===== src/flconv_pkg.sv =====
package flconv_pkg;

  localparam int SAMPLE_BITS  = 16;
  localparam int MAX_TAPS_DEF = 64;
  localparam int OUT_BITS     = 38;
  localparam int PROD_BITS    = 2 * SAMPLE_BITS;
  localparam int TC_BITS      = 7;
  localparam int TAP_IDX_BITS = 6;
  localparam int APB_AW       = 3;
  localparam int APB_DW       = 32;

  typedef enum logic {
    REG_TAP_COUNT = 1'b0
  } reg_idx_t;

  typedef enum logic {
    ACT_COEF   = 1'b0,
    ACT_SAMPLE = 1'b1
  } action_t;

  typedef struct packed {
    action_t                        action;
    logic [TAP_IDX_BITS-1:0]        tap_index;
    logic signed [SAMPLE_BITS-1:0]  value;
    logic                           last_sample;
  } in_item_t;

  typedef struct packed {
    logic signed [OUT_BITS-1:0] out_sample;
    logic                       out_last;
  } out_item_t;

endpackage


===== src/full_linear_convolution.sv =====
// Full linear convolution of a sample block with a stored impulse response,
// using one multiply-accumulate that steps one tap per cycle through a
// coefficient memory and a circular sample-history memory. A coefficient item
// is stored as it is taken. A sample item is pushed into the history and
// its output is formed tap by tap; with last_sample set, tap_count - 1 tail
// outputs follow, each from a pushed zero sample; the history is then cleared
// at once. The input is stalled while a sample or its tail is in progress.
// The output register lets a finished result wait while the next item is
// taken. Program tap_count (1 to MAX_TAPS) at address 0 only while idle.
module full_linear_convolution
  import flconv_pkg::*;
#(
  parameter int MAX_TAPS = MAX_TAPS_DEF
) (
  input  logic              clk,
  input  logic              rst,
  input  logic              req_valid,
  output logic              req_stall,
  input  in_item_t          req,
  output logic              rsp_valid,
  input  logic              rsp_stall,
  output out_item_t         rsp,
  input  logic              psel,
  input  logic              penable,
  input  logic              pwrite,
  input  logic [APB_AW-1:0] paddr,
  input  logic [APB_DW-1:0] pwdata,
  output logic [APB_DW-1:0] prdata,
  output logic              pready
);

  localparam int IDX_W = (MAX_TAPS > 1) ? $clog2(MAX_TAPS) : 1;
  localparam int TAP_W = $clog2(MAX_TAPS + 1);

  typedef enum logic [1:0] {
    S_IDLE,
    S_RUN,
    S_DRAIN
  } state_t;

  state_t state;

  logic [TC_BITS-1:0] tap_count;
  logic [TAP_W-1:0]   taps;

  logic signed [SAMPLE_BITS-1:0] coef_mem [MAX_TAPS];
  logic signed [SAMPLE_BITS-1:0] hist_mem [MAX_TAPS];
  logic [MAX_TAPS-1:0]           hvalid;

  logic [IDX_W-1:0] wp;
  logic [IDX_W-1:0] wp_next;
  logic [IDX_W-1:0] rp;
  logic [IDX_W-1:0] j;
  logic [TAP_W-1:0] rem;
  logic             last_q;

  logic signed [SAMPLE_BITS-1:0] coef_rd;
  logic signed [SAMPLE_BITS-1:0] hist_rd;
  logic                          hv_rd;
  logic                          rd_live;
  logic signed [PROD_BITS-1:0]   prod;
  logic                          prod_live;
  logic signed [OUT_BITS-1:0]    acc;

  logic                          req_take;
  logic                          coef_we;
  logic                          push_en;
  logic signed [SAMPLE_BITS-1:0] push_data;
  logic                          emit;
  logic                          cfg_we;

  assign pready = 1'b1;
  assign cfg_we = psel && penable && pwrite && pready
                  && (reg_idx_t'(paddr[APB_AW-1]) == REG_TAP_COUNT);

  always_comb begin
    prdata = '0;
    if (reg_idx_t'(paddr[APB_AW-1]) == REG_TAP_COUNT) begin
      prdata[TC_BITS-1:0] = tap_count;
    end
  end

  always_comb begin
    if (tap_count == '0) begin
      taps = TAP_W'(1);
    end else if (tap_count > TC_BITS'(MAX_TAPS)) begin
      taps = TAP_W'(MAX_TAPS);
    end else begin
      taps = TAP_W'(tap_count);
    end
  end

  assign req_stall = (state != S_IDLE);
  assign req_take  = req_valid && !req_stall;
  assign coef_we   = req_take && (req.action == ACT_COEF)
                     && ({1'b0, req.tap_index} < (TAP_IDX_BITS + 1)'(MAX_TAPS));
  assign emit      = (state == S_DRAIN) && !rd_live && !prod_live
                     && (!rsp_valid || !rsp_stall);
  assign wp_next   = (wp == IDX_W'(MAX_TAPS - 1)) ? '0 : wp + 1'b1;

  always_comb begin
    push_en   = 1'b0;
    push_data = '0;
    if (req_take && (req.action == ACT_SAMPLE)) begin
      push_en   = 1'b1;
      push_data = req.value;
    end else if (emit && (rem != '0)) begin
      push_en = 1'b1;
    end
  end

  always_ff @(posedge clk) begin
    if (coef_we) begin
      coef_mem[req.tap_index[IDX_W-1:0]] <= req.value;
    end
    coef_rd <= coef_mem[j];
  end

  always_ff @(posedge clk) begin
    if (push_en) begin
      hist_mem[wp_next] <= push_data;
    end
    hist_rd <= hist_mem[rp];
  end

  always_ff @(posedge clk) begin
    if (rst) begin
      state     <= S_IDLE;
      tap_count <= TC_BITS'(1);
      hvalid    <= '0;
      wp        <= '0;
      rd_live   <= 1'b0;
      prod_live <= 1'b0;
      rsp_valid <= 1'b0;
    end else begin
      if (cfg_we) begin
        tap_count <= pwdata[TC_BITS-1:0];
      end

      if (rsp_valid && !rsp_stall && !emit) begin
        rsp_valid <= 1'b0;
      end

      rd_live   <= (state == S_RUN);
      hv_rd     <= hvalid[rp];
      prod_live <= rd_live;
      if (rd_live) begin
        prod <= coef_rd * (hv_rd ? hist_rd : SAMPLE_BITS'(0));
      end
      if (prod_live) begin
        acc <= acc + OUT_BITS'(prod);
      end

      if (push_en) begin
        wp              <= wp_next;
        hvalid[wp_next] <= 1'b1;
        rp              <= wp_next;
        j               <= '0;
        acc             <= '0;
        state           <= S_RUN;
      end

      unique case (state)
        S_IDLE: begin
          if (req_take && (req.action == ACT_SAMPLE)) begin
            last_q <= req.last_sample;
            rem    <= req.last_sample ? taps - 1'b1 : '0;
          end
        end
        S_RUN: begin
          j  <= j + 1'b1;
          rp <= (rp == '0) ? IDX_W'(MAX_TAPS - 1) : rp - 1'b1;
          if (TAP_W'(j) == taps - 1'b1) begin
            state <= S_DRAIN;
          end
        end
        S_DRAIN: begin
          if (emit) begin
            rsp_valid      <= 1'b1;
            rsp.out_sample <= acc;
            rsp.out_last   <= last_q && (rem == '0);
            if (rem != '0) begin
              rem <= rem - 1'b1;
            end else begin
              state <= S_IDLE;
              if (last_q) begin
                hvalid <= '0;
              end
            end
          end
        end
        default: begin
          state <= S_IDLE;
        end
      endcase
    end
  end

endmodule

===== config.mk =====
export PLATFORM = sky130hd
export DESIGN_NAME = full_linear_convolution
export DESIGN_NICKNAME = d
export VERILOG_FILES = /design/src/flconv_pkg.sv /design/src/full_linear_convolution.sv
export SDC_FILE = /design/constraint.sdc
export NUM_CORES = 2
export LEC_CHECK = 0
export BUFFER_PORTS_ARGS = -buffer_cell sky130_fd_sc_hd__buf_4
export CAP_MARGIN = 10
export CORE_MARGIN = 2
export CORE_UTILIZATION = 29
export DETAILED_ROUTE_END_ITERATION = 8
export PLACE_DENSITY_LB_ADDON = 0.12
export SLEW_MARGIN = 10
export SYNTH_ARGS = -nofsm -noshare
export SYNTH_HDL_FRONTEND = slang
export SYNTH_SLANG_ARGS = --single-unit
export TNS_END_PERCENT = 50

===== constraint.sdc =====
create_clock -name clk -period 10.85 [get_ports clk]
set_input_delay 1.6275 -clock clk [delete_from_list [all_inputs] [get_ports clk]]
set_output_delay 1.6275 -clock clk [all_outputs]
set_load 0.02 [all_outputs]

==> results.md <==
* Most frequent cells in the layout: 2178 x edfxtp_1, 661 x mux4_2, 309 x inv_1
* Hold WS at approximately 0.46 ns
* Clock slew at the register clock pins of the worst setup and hold paths at 0.06 ns
* Synth unique cells at 64
* EDFF count, synth at approximately 2.2k
* DR DRC count at 0
* CTS Buf Count at roughly 270
* Max Transition Viols Final at 0
* Synth warn at 0
* Finished Cell Area at 114000 um2
* Initial core utilization at 0.291
* Synth area leaders: edfxtp_1 66%, mux4_2 15%, fa_1 5.3%, dfxtp_1 2.3%, ha_1 1.6%
* Area Overhead vs Synth at 15.4%
* Dpl cells at 9680
* Largest net degree at the start of global routing at 140
* Worst-Skew Late Latency at 0.88 ns
* FF+latch count, synth at 2292
* Reg2reg setup slack at roughly 3.1 ns
* Cell Rows at around 210
* Overall power at approximately 24 mW
* Post-DP HPWL at roughly 160 mm
* WL per Instance at 27.1 um
* Slew HR at 0.137
* Critical Path Fanout Max at 107
* Via density at 4.78
* Share of the synthesized area in the top cell type at 0.661
* CTS Hold Bufs at 0
* Slew @ Worst Pin at 1.30 ns
* Slowest CP cell: buf_4
* Max Cap Violations at 0
* Fin Setup TNS at 0 ns
* Critical path type: reg -> reg
* FILL cells at 32.2k
* 1st-iter DRT viols at around 3.7k
* TritonCTS clock tree: yes
* Clk sink count at 2292
* Gpl congestion at 0.764
* Antenna Violating Nets Remaining at 0
* Syn avg cell area at 19.3 um2
* Clock skew at about 0.054 ns
* Primary FF master, synth: edfxtp_1
* Commonest non-fill, non-tap cell in the layout: edfxtp_1
* PortBufs at 86
* Ys async rst share at 0
* CP max stage delay at between 0.6 and 0.7 ns
* Setup crit end kind: flop
* Total GRT Usage at 0.158
* First-pass iteration count of the detailed router at 8
* Mapped Area at 98900 um2
* Post-route minimum period at 7.74 ns
* Startpoint types: flop
* Root buf cell: clkbuf_16
* CP Data Required Time at 11.46 ns
* WL final at roughly 280 mm
* Vias in the first global route at 51.4k
* Crit path DAT at 8.34 ns
* Critical path cell sequence: buf_4 -> and2_1 -> nand2_1 -> fa_1 -> fa_1 -> fa_1 -> fa_1 -> inv_1 -> fa_1 -> fa_1 -> ha_1 -> a21o_1 -> a21o_1 -> a21oi_1 -> o21ai_0 -> a31oi_1 -> a31oi_1 -> o31ai_1 -> o211ai_1
* Placed cell area at ~110000 um2
* RSZ-0062 raised after global routing: no
* Die area at 346000 um2
* Status: completed
* Die X at 588 um
* Vias at 48.6k
* Peak supply drop at roughly 0.23 mV
* Final std cells w/o fill at 10.2k
* # resized after CTS at 0
* Final-stage net count at 5873
* Register area share after synthesis at 0.684
* Core Region at 340000 um2
* Final hold vios at 0
* Worst path most repeated cell: fa_1
* Leakage power at about 39 nW
* Largest area contributor in the netlist: edfxtp_1
* Share of layout cells above drive strength 1 at 0.253
* Initial antenna violation count at 30
* # Post-CTS Setup Buffers at 0
* Cells after Synth at 5137
* Gr ovfl total at 0
* Setup-failing EPs final at 0
* Max Clock Freq at approximately 0.13 GHz
* I/O Pins at 140
* Fin crit share at 0.713
* Die Y at about 590 um
* CTS HTree Levels at 5
* Tightest Hold Check Type: reg -> reg
* Clock Tree Buf Depth at 4
* First-pass GRT wire length at 393 mm
* Pwr/cell area at around 210 nW/um2
==> final timing paths <==
check / endpoint / from / depth (start not counted)
max reg2reg: prod[31] / hv_rd / 19
min reg2reg: hvalid[22] / hvalid[22] / 1
max: prod[31] / hv_rd / 19
min: hvalid[22] / hvalid[22] / 1
==> registers in the layout (all words and copies together) (netlist names), 7 cells and up <==
signal and cells:
acc 38, coef_mem 1024, coef_rd 16, hist_mem 1024, hist_rd 16, hvalid 64, prod 32, rem 7
rsp 39, tap_count 7
==> stage by stage <==
stage                     utilization  setup WS (ns)
final                           0.336           3.11
after global routing            0.336           2.49
after CTS                       0.336           2.94
after detailed placement        0.312           2.96
after global placement          0.312           2.95
after floorplan                     -           4.35
==> routing by layer <==
layer	global-route usage	vias up	wire length, um
met3	0.0275	292	14300
li1	-	20800	-
met2	0.254	1053	129000
met4	0.0341	10	5380
met1	0.226	26400	126000
met5	0	-	61
==> final cells by class <==
type	count	area (um2)	area share
antenna	13	32.5	0.000285
tap	4536	5680	0.0497
sequential	2292	67700	0.593
inverter	309	1160	0.0102
clock buffer	346	7240	0.0634
timing repair buffer	263	2050	0.0179
multi-input combinational	2280	29300	0.257
clock inverter	134	1050	0.00921
==> critical path: cells and delay by family, from the launching register on <==
kind,cells,cell delay [ns]
buffers and inverters,2,0.70
DFF,1,0.34
AOI/OAI and AO/OA,8,2.11
adders and majority gates,7,3.47
and+or+nand+nor,2,0.79
==> synthesized netlist by cell type (45+ instances only) <==
master	n
mux2i_1	49
buf_2	46
fa_1	263
a21oi_1	65
inv_1	309
dfxtp_1	114
buf_4	50
mux4_2	661
nor2_1	239
nand2_1	183
xnor2_1	45
o21ai_0	49
ha_1	125
and3_1	136
o21a_1	75
clkbuf_1	154
edfxtp_1	2178
==> report_power, final <==
group	total (mW)	internal [mW]	leakage (nW)	switching [mW]
Clock	8.68	5.01	4.06	3.67
Combinational	5.21	2.17	13.5	3.04
Sequential	10.1	9.97	21.1	0.134
==> kinds of logic (layout without fill, tap and decap cells) <==
logic type,Yosys count,in the layout,synth area share
flip-flops,2292,2292,0.684
AND/OR/NAND/NOR,735,735,0.0354
multiplexers,716,716,0.156
buffers and inverters,589,1052,0.0253
adder cells (fa/ha/maj),388,388,0.0690
AO/OA/AOI/OAI,336,336,0.0230
XOR/XNOR,79,79,0.00699
other,2,39,0.0000759
Note: power is estimated with default switching activity, not from simulation.
